File: config.mk
export PLATFORM = sky130hd
export DESIGN_NAME = odo_ctrl
export DESIGN_NICKNAME = d
export VERILOG_FILES = /design/src/rtl/core/odo_pkg.sv /design/src/rtl/core/odo_ctrl.sv
export SDC_FILE = /design/constraint.sdc
export NUM_CORES = 1
export LEC_CHECK = 0
export ABC_AREA = 1
export BUFFER_PORTS_ARGS = -buffer_cell sky130_fd_sc_hd__buf_2
export CAP_MARGIN = 25
export CORE_ASPECT_RATIO = 1.25
export CORE_MARGIN = 2
export CORE_UTILIZATION = 30
export CTS_BUF_LIST = sky130_fd_sc_hd__clkbuf_8 sky130_fd_sc_hd__clkbuf_16
export DETAILED_ROUTE_END_ITERATION = 16
export PLACE_DENSITY_LB_ADDON = 0.15
export SLEW_MARGIN = 20
export SYNTH_ARGS = -nofsm -noshare
export SYNTH_HDL_FRONTEND = slang
export SYNTH_SLANG_ARGS = --single-unit
File: constraint.sdc
create_clock -name clk -period 1.7 [get_ports clk]
set_clock_uncertainty 0.2 [all_clocks]
set_input_delay 0.17 -clock clk [delete_from_list [all_inputs] [get_ports clk]]
set_output_delay 0.17 -clock clk [all_outputs]
set_load 0.05 [all_outputs]
File: src/rtl/core/odo_pkg.sv
// ----------------------------------------------------------------------------
// Odometry package
// Shared constants, command and status types, and arithmetic helpers for the
// differential-drive odometry block.
// ----------------------------------------------------------------------------
package odo_pkg;

    // Default parameter values.
    localparam int ENC_BITS_DEF     = 16;
    localparam int CORDIC_STEPS_DEF = 20;

    // Fixed field widths.
    localparam int CNT_W   = 16;
    localparam int SCALE_W = 24;
    localparam int SEP_W   = 18;
    localparam int ACC_W   = 32;
    localparam int STEP_W  = 6;
    localparam int CFG_IDX_W = 2;

    // Configuration register indexes.
    localparam logic [CFG_IDX_W-1:0] REG_RIGHT_MPT = 2'd0;
    localparam logic [CFG_IDX_W-1:0] REG_LEFT_MPT  = 2'd1;
    localparam logic [CFG_IDX_W-1:0] REG_WHEEL_SEP = 2'd2;

    // Configuration reset values.
    localparam logic [SCALE_W-1:0] RIGHT_MPT_RST = 24'd440006;
    localparam logic [SCALE_W-1:0] LEFT_MPT_RST  = 24'd440006;
    localparam logic [SEP_W-1:0]   WHEEL_SEP_RST = 18'd17039;

    // Angle arithmetic, Q30 radians.
    localparam int R_W      = 35;
    localparam int CS_W     = 32;
    localparam int MAG_W    = 46;
    localparam int RED_STEPS = 13;
    localparam int MCW      = 34;
    localparam logic signed [R_W-1:0] GAIN_Q30    = 35'sd652032874;
    localparam logic signed [R_W-1:0] PI_Q30      = 35'sd3373259426;
    localparam logic signed [R_W-1:0] HALF_PI_Q30 = 35'sd1686629713;
    localparam logic signed [R_W-1:0] TWO_PI_Q30  = 35'sd6746518852;
    localparam logic [MAG_W-1:0]      TWO_PI_MAG  = 46'd6746518852;

    // Width of the heading-step quotient for a given encoder width.
    function automatic int quo_w(input int enc_bits);
        return enc_bits + SCALE_W + 5;
    endfunction

    // Datapath operations.
    typedef enum logic [4:0] {
        OP_IDLE, OP_LOAD, OP_MUL_R, OP_MUL_L, OP_ACC, OP_DIV, OP_HEAD,
        OP_RED_INIT, OP_RED, OP_FOLD1, OP_FOLD2, OP_CORD, OP_MUL_X,
        OP_MUL_Y, OP_RND_Y, OP_POS, OP_OUT
    } op_t;

    typedef struct packed {
        op_t               op;
        logic [STEP_W-1:0] step;
    } cmd_t;

    typedef struct packed {
        logic sep_zero;
    } stat_t;

    // Arctangent table, Q30 radians.
    function automatic logic signed [R_W-1:0] atan_q30(input logic [4:0] i);
        logic signed [R_W-1:0] v;
        case (i)
            5'd0:  v = 35'sd843314856;
            5'd1:  v = 35'sd497837829;
            5'd2:  v = 35'sd263043836;
            5'd3:  v = 35'sd133525158;
            5'd4:  v = 35'sd67021686;
            5'd5:  v = 35'sd33543515;
            5'd6:  v = 35'sd16775850;
            5'd7:  v = 35'sd8388437;
            5'd8:  v = 35'sd4194282;
            5'd9:  v = 35'sd2097149;
            5'd10: v = 35'sd1048575;
            5'd11: v = 35'sd524287;
            5'd12: v = 35'sd262143;
            5'd13: v = 35'sd131071;
            5'd14: v = 35'sd65535;
            5'd15: v = 35'sd32767;
            5'd16: v = 35'sd16383;
            5'd17: v = 35'sd8191;
            5'd18: v = 35'sd4095;
            5'd19: v = 35'sd2047;
            5'd20: v = 35'sd1023;
            5'd21: v = 35'sd511;
            5'd22: v = 35'sd255;
            5'd23: v = 35'sd127;
            5'd24: v = 35'sd63;
            5'd25: v = 35'sd31;
            5'd26: v = 35'sd15;
            5'd27: v = 35'sd7;
            5'd28: v = 35'sd3;
            5'd29: v = 35'sd1;
            default: v = '0;
        endcase
        return v;
    endfunction

    // Clip to the signed 32-bit range; the top bit flags a clip.
    function automatic logic [ACC_W:0] sat32(input logic signed [63:0] v);
        logic [ACC_W:0] r;
        if (v > 64'sd2147483647)
            r = {1'b1, 32'h7FFF_FFFF};
        else if (v < -64'sd2147483648)
            r = {1'b1, 32'h8000_0000};
        else
            r = {1'b0, v[ACC_W-1:0]};
        return r;
    endfunction

endpackage

File: src/rtl/core/odo_ctrl.sv
// ----------------------------------------------------------------------------
// Odometry controller
// Sequences one item through the datapath: wheel products, divider, angle
// reduction, CORDIC, projection and the hand-off to the output register.
// ----------------------------------------------------------------------------
module odo_ctrl import odo_pkg::*; #(
    parameter int ENC_BITS     = ENC_BITS_DEF,
    parameter int CORDIC_STEPS = CORDIC_STEPS_DEF
) (
    input  logic  clk,
    input  logic  rst_n,
    input  logic  in_valid,
    input  logic  in_action,
    output logic  in_ready,
    input  logic  out_free,
    input  stat_t stat,
    output cmd_t  cmd
);

    localparam int DIV_STEPS = quo_w(ENC_BITS);

    typedef enum logic [15:0] {
        S_IDLE     = 16'b0000_0000_0000_0001,
        S_MUL_R    = 16'b0000_0000_0000_0010,
        S_MUL_L    = 16'b0000_0000_0000_0100,
        S_ACC      = 16'b0000_0000_0000_1000,
        S_DIV      = 16'b0000_0000_0001_0000,
        S_HEAD     = 16'b0000_0000_0010_0000,
        S_RED_INIT = 16'b0000_0000_0100_0000,
        S_RED      = 16'b0000_0000_1000_0000,
        S_FOLD1    = 16'b0000_0001_0000_0000,
        S_FOLD2    = 16'b0000_0010_0000_0000,
        S_CORD     = 16'b0000_0100_0000_0000,
        S_MUL_X    = 16'b0000_1000_0000_0000,
        S_MUL_Y    = 16'b0001_0000_0000_0000,
        S_RND_Y    = 16'b0010_0000_0000_0000,
        S_POS      = 16'b0100_0000_0000_0000,
        S_DONE     = 16'b1000_0000_0000_0000
    } state_t;

    state_t            state_reg, state_next;
    logic [STEP_W-1:0] cnt_reg, cnt_next;

    // Next-state and command decode.
    always_comb
    begin
        state_next = state_reg;
        cnt_next   = cnt_reg;
        in_ready   = 1'b0;
        cmd.op     = OP_IDLE;
        cmd.step   = cnt_reg;
        unique case (state_reg)
            S_IDLE:
            begin
                in_ready = 1'b1;
                if (in_valid)
                begin
                    cmd.op     = OP_LOAD;
                    state_next = in_action ? S_MUL_R : S_DONE;
                end
            end
            S_MUL_R:
            begin
                cmd.op     = OP_MUL_R;
                state_next = S_MUL_L;
            end
            S_MUL_L:
            begin
                cmd.op     = OP_MUL_L;
                state_next = S_ACC;
            end
            S_ACC:
            begin
                cmd.op     = OP_ACC;
                cnt_next   = '0;
                state_next = stat.sep_zero ? S_HEAD : S_DIV;
            end
            S_DIV:
            begin
                cmd.op = OP_DIV;
                cnt_next = cnt_reg + 1'b1;
                if (cnt_reg == STEP_W'(DIV_STEPS - 1))
                    state_next = S_HEAD;
            end
            S_HEAD:
            begin
                cmd.op     = OP_HEAD;
                state_next = S_RED_INIT;
            end
            S_RED_INIT:
            begin
                cmd.op     = OP_RED_INIT;
                cnt_next   = '0;
                state_next = S_RED;
            end
            S_RED:
            begin
                cmd.op = OP_RED;
                cnt_next = cnt_reg + 1'b1;
                if (cnt_reg == STEP_W'(RED_STEPS - 1))
                    state_next = S_FOLD1;
            end
            S_FOLD1:
            begin
                cmd.op     = OP_FOLD1;
                state_next = S_FOLD2;
            end
            S_FOLD2:
            begin
                cmd.op     = OP_FOLD2;
                cnt_next   = '0;
                state_next = S_CORD;
            end
            S_CORD:
            begin
                cmd.op = OP_CORD;
                cnt_next = cnt_reg + 1'b1;
                if (cnt_reg == STEP_W'(CORDIC_STEPS - 1))
                    state_next = S_MUL_X;
            end
            S_MUL_X:
            begin
                cmd.op     = OP_MUL_X;
                state_next = S_MUL_Y;
            end
            S_MUL_Y:
            begin
                cmd.op     = OP_MUL_Y;
                state_next = S_RND_Y;
            end
            S_RND_Y:
            begin
                cmd.op     = OP_RND_Y;
                state_next = S_POS;
            end
            S_POS:
            begin
                cmd.op     = OP_POS;
                state_next = S_DONE;
            end
            S_DONE:
            begin
                if (out_free)
                begin
                    cmd.op     = OP_OUT;
                    state_next = S_IDLE;
                end
            end
            default:
            begin
                state_next = S_IDLE;
            end
        endcase
    end

    // State registers.
    always_ff @(posedge clk or negedge rst_n)
    begin
        if (!rst_n)
        begin
            state_reg <= S_IDLE;
            cnt_reg   <= '0;
        end
        else
        begin
            state_reg <= state_next;
            cnt_reg   <= cnt_next;
        end
    end

endmodule

==> results of run 1 <==
[metrics by stage]
stage               TNS [ns]  total power [mW]  utilization (%)
finish                 -5.16              3.16             54.5
global route           -6.97              3.36             54.5
CTS                    -4.32              3.00             51.5
detailed placement     -2.65              2.32             44.2
global placement       -2.55              2.31             44.2
floorplan              -1.28              1.74                -
[worst max-delay path by stage]
stage / start / end / depth (start not counted) / slack [ns]
5_1_grt: state_reg[6] / cmd[9] / 10 / -0.58
6_report: state_reg[0] / cmd[7] / 9 / -0.50
3_3_place_gp: state_reg[15] / cmd[7] / 8 / -0.24
2_1_floorplan: state_reg[0] / cmd[6] / 9 / -0.27
4_1_cts: state_reg[0] / cmd[9] / 10 / -0.47
3_5_place_dp: state_reg[0] / cmd[8] / 7 / -0.23
[kinds of logic (layout without fill, tap and decap cells)]
kind of cell / after synthesis / after routing
compound gates: 11 / 11
xor+xnor: 3 / 3
simple gates: 149 / 149
flops: 22 / 22
buf+inv: 38 / 141
fa+ha+maj: 2 / 2
[report_power, final]
group / switching, mW / internal (mW) / leakage [nW]
sequential: 0.0610 / 0.605 / 0.294
clock: 0.188 / 0.162 / 0.0269
combinational: 1.18 / 0.959 / 1.22
total: 1.43 / 1.73 / 1.54
[cell usage in the layout (no fill, tap or decap), types with 2 or more instances in the layout]
cell type / instances
buf_4: 62
nand2_1: 40
nor2_1: 31
inv_1: 27
buf_6: 20
dfrtp_1: 17
nand2_2: 13
nor2_4: 13
nand3_1: 13
buf_2: 11
inv_2: 9
nand2_4: 9
nor2_2: 8
nand4_1: 7
o21ai_2: 7
dfrtp_2: 4
dlygate4sd3_1: 4
nand3_2: 3
nand3_4: 3
xor2_1: 3
clkbuf_8: 3
nand2_8: 2
buf_8: 2
[critical path, cell delays in order, from the launching register on]
cell	delay, ns
dfstp_2	0.57
nor2_4	0.06
nand2_4	0.11
buf_6	0.13
nor2_1	0.06
nand2_2	0.07
nand2_2	0.06
nor3b_2	0.20
nand4_1	0.13
buf_6	0.18
[cell type report]
type | count | area, µm²
well taps | 62 | 77.6
inverters | 37 | 149
fillers | 521 | 2330
multi-input cells | 165 | 1120
flip-flops and latches | 22 | 557
clock inverters | 1 | 3.75
clock buffers | 3 | 41.3
repair buffers | 100 | 836
[repair_timing]
action / in CTS / in global routing
resized for setup: 47 / 36
buffers inserted: 17 / 11
setup endpoints to repair: 19 / 24
hold buffers: 4 / 0
hold endpoints to repair: 24 / 0
pin swaps: 22 / 29
[layer usage]
layer	global-route usage, %	up-vias
met2	32.6	25
met5	0	-
met3	1.88	9
li1	-	906
met4	6.42	0
met1	19.1	793
==> flow_metrics.env, run 1 <==
export IMPL_rsz0062_at_grt="true"
export IMPL_dieArea_mm2=0.00594
export IMPL_hp_start="out_free"
export IMPL_critPathKind="reg -> out"
export IMPL_fin_crit_ns=2.20
export IMPL_hold_depth=4
export IMPL_dp_cells=363
export IMPL_synth_mux_area_share_pct=0
export IMPL_drive_above_1_share_pct=54.9
export IMPL_syn_nets=233
export IMPL_finalCritPeriodShare_pct=130
export IMPL_wl_mm=4.70
export IMPL_dp_worst_setup_slack_ns=-0.230
export IMPL_wl_per_cell_um=12.0
export IMPL_hold_ws_ns=0.0586
export IMPL_ys_top_cells_by_area="dfrtp_1 33%, nand2_1 13%, nor2_1 9.6%, inv_1 7.7%, nand3_1 5.3%"
export IMPL_syn_to_final_growth_pct=74.1
export IMPL_startpoint_type="flop"
export IMPL_synth_xor_area_share_pct=1.64
export IMPL_grt_max_degree=23
export IMPL_grtUsageTotal_pct=17.0
export IMPL_netlist_area_leader_share_pct=32.8
export IMPL_final_cell_area_mm2=0.00279
export IMPL_start_util_pct=31.3
export IMPL_drv_cap=0
export IMPL_hpwl_mm=3.48
export IMPL_die_w_um=69.4
export IMPL_rows=29
export IMPL_place_area_mm2=0.00226
export IMPL_ys_ff_latch=22
export IMPL_nets=337
export IMPL_async_flop_share_pct=100
export IMPL_antenna_found_initial=0
export IMPL_largest_reg_flops=16
export IMPL_synth_common_cells="56 x nand2_1, 41 x nor2_1, 33 x inv_1, 21 x dfrtp_1, 17 x nand3_1"
export IMPL_gp_congestion=0.820
export IMPL_setup_violations=19
export IMPL_wl_met3_um=100
export IMPL_die_y_um=85.7
export IMPL_violations="negative setup slack"
export IMPL_critPathCaptureType="output port"
export IMPL_synthCells=225
export IMPL_wl_met1_mm=1.96
export IMPL_synth_top_family_by_area="simple AND/OR/NAND/NOR gates"
export IMPL_clkSlewWorstSetupHoldPaths_ns=0.09
export IMPL_insertion_delay_ns=0.27
export IMPL_drv_slew=0
export IMPL_ys_seq_area_share_pct=34.5
export IMPL_hold_path_end="state_reg[15]"
export IMPL_synth_compound_area_share_pct=5.16
export IMPL_htreeDepth=1
export IMPL_yosysTopAreaCell="dfrtp_1"
export IMPL_synth_adder_area_share_pct=1.56
export IMPL_synthFlopType="dfrtp_1"
export IMPL_highest_layer="met4"
export IMPL_num_vias=1733
export IMPL_met2WireLength_mm=2.54
export IMPL_rrSetupSlack_ns=-0.24
export IMPL_ir_drop_mv=0.914
export IMPL_numPortBuffers=17
export IMPL_worstPathArrival_ns=1.83
export IMPL_coreArea_mm2=0.00512
export IMPL_pwr_density_cell_mw_per_mm2=1130
export IMPL_drc=0
export IMPL_cts_made_buffers=3
export IMPL_outcome="complete, but fails checks"
export IMPL_postLayoutSetupSlackWorst_ns=-0.505
export IMPL_drtIter0Drc=38
export IMPL_syn_area_mm2=0.00160
export IMPL_hold_path_class="in -> reg"
export IMPL_synth_distinct_cells=27
export IMPL_final_instance_count_excl_fill=390
export IMPL_max_slew_margin_rel_pct=64.4
export IMPL_rr_endpoint="state_reg[8]"
export IMPL_antenna_left=0
export IMPL_grt_pass1_wl_mm=8.02
export IMPL_avgSynthCellArea_um2=7.12
export IMPL_ioPinCount=18
export IMPL_grt_pass1_vias=1904
export IMPL_cts_tree="built"
export IMPL_worst_r2r_path_depth=11
export IMPL_p_leak_nw=1.54
export IMPL_yosys_warnings=0
export IMPL_tightest_slew_ns=0.535
export IMPL_synth_edf_count=0
export IMPL_vias_per_cell=4.44
export IMPL_clk_path_buf_depth=2
export IMPL_required_ns=1.33
export IMPL_diodes=0
export IMPL_reg2reg_from="state_reg[0]"
export IMPL_clock_sinks=22
export IMPL_worst_path_max_fanout=4
export IMPL_synth_most_common_cell="nand2_1"
export IMPL_final_hold_viol_count=0
export IMPL_dr_pass1_iters=4
export IMPL_synth_simple_gate_area_share_pct=47.6
export IMPL_root_buffer="clkbuf_8"
export IMPL_grt_overflow=0
export IMPL_timing_fmax_mhz=454
No activity file was read; power rests on OpenSTA's default activity.
==> inputs of run 2 (changes only) <==
- RECOVER_POWER: default -> 50
==> run 2 against run 1 <==
The run still ends with negative setup slack left. Design area unchanged. Routed wire length is essentially flat. Sequential power about the same. Largest cell class unchanged.
==> flow_metrics.env, run 2 (synthesis results as in run 1) <==
export IMPL_required_ns=1.33
export IMPL_drive_above_1_share_pct=54.9
export IMPL_p_leak_nw=1.54
export IMPL_rows=29
export IMPL_tns_ns=-5.16
export IMPL_diodes=0
export IMPL_place_area_mm2=0.00226
export IMPL_die_w_um=69.4
export IMPL_clk_path_buf_depth=2
export IMPL_max_stage_delay_ns=0.57
export IMPL_start_util_pct=31.3
export IMPL_violations="negative setup slack"
export IMPL_drv_slew=0
export IMPL_dieArea_mm2=0.00594
export IMPL_grt_max_degree=23
export IMPL_tightest_slew_ns=0.595
export IMPL_clkSlewWorstSetupHoldPaths_ns=0.09
export IMPL_vias_per_cell=4.44
export IMPL_pwr_share_comb_pct=67.8
export IMPL_drc=0
export IMPL_cts_made_buffers=3
export IMPL_nets=337
export IMPL_p_clk_share_pct=11.1
export IMPL_hpwl_mm=3.48
export IMPL_grt_pass1_vias=1904
export IMPL_htreeDepth=1
export IMPL_startpoint_type="flop"
export IMPL_fin_crit_ns=2.20
export IMPL_worstPathArrival_ns=1.83
export IMPL_final_cell_area_mm2=0.00279
export IMPL_num_vias=1733
export IMPL_ir_drop_mv=0.914
export IMPL_final_common_cell="buf_4"
export IMPL_pwr_density_cell_mw_per_mm2=1130
export IMPL_syn_to_final_growth_pct=74.1
export IMPL_wl_mm=4.70
export IMPL_timing_fmax_mhz=454
export IMPL_critPathCaptureType="output port"
export IMPL_largest_reg_flops=16
export IMPL_gp_congestion=0.820
export IMPL_dr_pass1_iters=4
export IMPL_grtUsageTotal_pct=17.0
export IMPL_sequentialPowerShare_pct=21.1
export IMPL_root_buffer="clkbuf_8"
export IMPL_cp_slowest_cell="dfstp_2"
export IMPL_die_y_um=85.7
export IMPL_numPortBuffers=17
export IMPL_outcome="complete, but fails checks"
export IMPL_cts_tree="built"
export IMPL_grt_pass1_wl_mm=8.02
export IMPL_postLayoutSetupSlackWorst_ns=-0.505
export IMPL_coreArea_mm2=0.00512
export IMPL_max_slew_margin_rel_pct=60.3
export IMPL_switchingPower_mw=1.43
export IMPL_clock_sinks=22
export IMPL_hold_path_class="in -> reg"
export IMPL_wl_per_cell_um=12.0
export IMPL_drv_cap=0
export IMPL_power_share_switching_pct=45.3
export IMPL_finalCritPeriodShare_pct=130
export IMPL_hold_ws_ns=0.0586
export IMPL_rsz0062_at_grt="true"
export IMPL_worstPathCellList="nor2_4 > nand2_4 > buf_6 > nor2_1 > nand2_2 > nand2_2 > nor3b_2 > nand4_1 > buf_6"
export IMPL_mostFrequentLayoutCells="62 x buf_4, 40 x nand2_1, 31 x nor2_1"
export IMPL_antenna_left=0
export IMPL_setup_violations=19
export IMPL_drtIter0Drc=37
export IMPL_post_route_util_pct=54.5
export IMPL_grt_overflow=0
export IMPL_antenna_found_initial=0
export IMPL_critPathKind="reg -> out"
export IMPL_insertion_delay_ns=0.27
export IMPL_final_hold_viol_count=0
export IMPL_worst_path_max_fanout=4
export IMPL_internal_power_mw=1.73
export IMPL_ioPinCount=18
[run 2: cell types whose count changed in the layout (fill, tap and decap cells not counted)]
cell	before	now
buf_2	11	10
clkbuf_2	0	1
[run 2: final timing paths]
kind / start / endpoint / slack (ns) / cells past startpoint
max in group asynchronous: rst_n / cnt_reg[2] / 0.65 / 2
worst min-delay path: out_free / state_reg[15] / 0.06 / 4
worst min register to register: cnt_reg[3] / cnt_reg[3] / 0.41 / 2
worst max register to register: state_reg[0] / state_reg[8] / -0.24 / 11
worst max-delay path: state_reg[0] / cmd[7] / -0.50 / 9
min in group asynchronous: rst_n / cnt_reg[5] / 0.23 / 2
[run 2: repair_timing]
| action | 4_1_cts | 5_1_grt |
|---|---|---|
| hold endpoints to repair | 24 | 0 |
| pin swaps | 22 | 29 |
| gates resized for setup | 47 | 36 |
| endpoints found under the setup margin | 19 | 24 |
| buffers inserted | 17 | 11 |
| hold buffers | 4 | 0 |
[run 2: layout make-up]
| type | instances | area, µm² |
|---|---|---|
| tap | 62 | 77.6 |
| inverter | 37 | 149 |
| sequential | 22 | 557 |
| clock buffer | 3 | 41.3 |
| fill | 521 | 2330 |
| clock inverter | 1 | 3.75 |
| timing repair buffer | 100 | 836 |
| multi-input combinational | 165 | 1120 |
[run 2: power groups by stage]
stage / registers [mW] / clock network [mW] / logic (mW)
2_1_floorplan: 0.782 / 0 / 0.960
3_3_place_gp: 0.674 / 0 / 1.63
3_5_place_dp: 0.676 / 0 / 1.65
4_1_cts: 0.663 / 0.358 / 1.97
5_1_grt: 0.674 / 0.374 / 2.31
6_report: 0.666 / 0.350 / 2.14
[run 2: critical path: cells and delay by family (launching register included)]
family	cells	cell delay [ns]
DFF	1	0.57
and+or+nand+nor	7	0.69
buffers and inverters	2	0.31
[run 2: metal layers]
layer  GRT usage (%)  vias to the layer above  part of all wire (%)  wire, µm
met1            19.1                      793                    42      1960
met2            32.6                       25                    54      2540
met4            6.42                        0                   2.2       104
met3            1.88                        9                   2.1       100
met5               0                        -                     0         0
li1                -                      906                     -         -
[run 2: through the flow]
step / worst slack (ns) / cells / power [mW]
2_1_floorplan: -0.270 / 225 / 1.74
3_3_place_gp: -0.236 / 363 / 2.31
3_5_place_dp: -0.230 / 363 / 2.32
4_1_cts: -0.466 / 386 / 3.00
5_1_grt: -0.584 / 390 / 3.36
6_report: -0.505 / 390 / 3.16
==> inputs of run 3 (changes only) <==
- CORE_UTILIZATION: 30 -> 45
==> run 3 against run 2 <==
Non-clock buffer count down 15. Final cell count decreased by 9.7%. Clock-buffer cell count rose by 1. Total power decreased by 3.9%. Setup slack better by 0.0082 ns. The flow still finishes with violations (negative setup slack). Sequential power up 0.6%. Routed wire length down 3.8%. Critical path depth increased by 1. Highest routed layer unchanged. Sequential share of layout area rose by 1.7 points.
==> flow_metrics.env, run 3 (synthesis results as in run 1) <==
export IMPL_final_hold_viol_count=0
export IMPL_diodes=0
export IMPL_drv_cap=0
export IMPL_p_leak_nw=1.45
export IMPL_timing_fmax_mhz=455
export IMPL_numPortBuffers=17
export IMPL_place_area_mm2=0.00218
export IMPL_critPathCaptureType="output port"
export IMPL_clkSlewWorstSetupHoldPaths_ns=0.08
export IMPL_reg2reg_from="state_reg[10]"
export IMPL_die_w_um=57.4
export IMPL_wl_per_cell_um=12.8
export IMPL_antenna_left=0
export IMPL_clk_path_buf_depth=2
export IMPL_insertion_delay_ns=0.27
export IMPL_rows=24
export IMPL_violations="negative setup slack"
export IMPL_final_instance_count_excl_fill=352
export IMPL_drive_above_1_share_pct=51.4
export IMPL_mostFrequentLayoutCells="57 x buf_4, 42 x nand2_1, 31 x nor2_1"
export IMPL_hold_path_class="in -> reg"
export IMPL_grt_overflow=0
export IMPL_path_delay_family="simple AND/OR/NAND/NOR gates"
export IMPL_grt_pass1_wl_mm=7.28
export IMPL_dieArea_mm2=0.00406
export IMPL_dp_worst_setup_slack_ns=-0.229
export IMPL_nFillCells=248
export IMPL_drtIter0Drc=57
export IMPL_coreArea_mm2=0.00345
export IMPL_worst_path_buf_inv=2
export IMPL_postLayoutSetupSlackWorst_ns=-0.497
export IMPL_tightest_slew_ns=0.588
export IMPL_startpoint="state_reg[6]"
export IMPL_hpwl_mm=3.22
export IMPL_worstPathCellList="nor2_2 > nand2_2 > inv_2 > nand2_4 > nor2_2 > nand2_1 > nand2_2 > nor2_4 > nand4_1 > buf_6"
export IMPL_dr_pass1_iters=4
export IMPL_hp_start="out_free"
export IMPL_clock_sinks=22
export IMPL_fin_crit_ns=2.20
export IMPL_required_ns=1.33
export IMPL_drc=0
export IMPL_wl_mm=4.52
export IMPL_final_common_cell="buf_4"
export IMPL_max_stage_delay_ns=0.40
export IMPL_pwr_density_cell_mw_per_mm2=1180
export IMPL_vias_per_cell=4.88
export IMPL_num_vias=1718
export IMPL_tns_ns=-3.68
export IMPL_grt_pass1_vias=1743
export IMPL_nets=322
export IMPL_drv_slew=0
export IMPL_root_buffer="clkbuf_8"
export IMPL_cts_made_buffers=3
export IMPL_hold_ws_ns=0.0304
export IMPL_critPathKind="reg -> out"
export IMPL_antenna_found_initial=0
export IMPL_cts_tree="built"
export IMPL_setup_violations=18
export IMPL_post_route_util_pct=74.4
export IMPL_syn_to_final_growth_pct=60.4
export IMPL_max_slew_margin_rel_pct=60.8
export IMPL_worstPathArrival_ns=1.83
export IMPL_die_y_um=70.7
export IMPL_final_cell_area_mm2=0.00257
export IMPL_worst_path_max_fanout=4
export IMPL_largest_reg_flops=16
export IMPL_grtUsageTotal_pct=22.7
export IMPL_gp_congestion=0.874
export IMPL_power_total_mw=3.03
export IMPL_htreeDepth=1
export IMPL_outcome="complete, but fails checks"
export IMPL_rsz0062_at_grt="true"
export IMPL_cp_slowest_cell="dfrtp_1"
export IMPL_startpoint_type="flop"
export IMPL_grt_max_degree=23
export IMPL_ir_drop_mv=1.23
export IMPL_dp_cells=333
export IMPL_ioPinCount=18
export IMPL_finalCritPeriodShare_pct=129
export IMPL_start_util_pct=46.4
==> run 3: cell count changes in the layout (fill, tap and decap cells not counted), sizes merged <==
| cell | before | now |
|---|---|---|
| buf | 95 | 80 |
| clkbuf | 4 | 5 |
| inv | 38 | 37 |
==> run 3: tightest hold or removal path, stage by stage <==
cell,delay [ns]
buf_2,0.08
inv_1,0.06
nand3_2,0.10
nand2_1,0.05
==> run 3: path summary, 6_finish.rpt <==
kind / end / slack [ns] / depth (start not counted)
hold reg to reg: state_reg[3] / 0.42 / 2
hold / removal: state_reg[15] / 0.03 / 4
max in group asynchronous: cnt_reg[2] / 0.65 / 2
setup / recovery: cmd[8] / -0.50 / 10
min in group asynchronous: state_reg[5] / 0.23 / 2
setup reg to reg: cnt_reg[5] / -0.12 / 9
==> run 3: routing by layer <==
layer | global-route usage (%) | vias to the layer above | part of all wire (%)
met5 | 0 | - | 0
met4 | 7.24 | 0 | 1.7
met3 | 2.19 | 8 | 1.8
li1 | - | 879 | -
met2 | 42.8 | 25 | 55
met1 | 26.3 | 806 | 41
==> run 3: final cells by class <==
type / count / area, µm² / area share [%]
Multi-Input combinational cell: 165 / 1070 / 41.8
Timing Repair Buffer: 85 / 686 / 26.7
Clock buffer: 4 / 55.1 / 2.14
Tap cell: 39 / 48.8 / 1.90
Sequential cell: 22 / 557 / 21.7
Inverter: 37 / 149 / 5.80
==> run 3: timing repair <==
action,CTS,global route
hold endpoints to repair,24,0
setup endpoints to repair,19,20
setup buffers,9,4
pin swaps,17,12
resized for setup,28,31
hold buffers,4,0
==> run 3: power breakdown <==
group / total (mW) / internal (mW) / switching [mW]
Sequential: 0.670 / 0.605 / 0.0649
Clock: 0.392 / 0.207 / 0.186
Combinational: 1.97 / 0.818 / 1.15
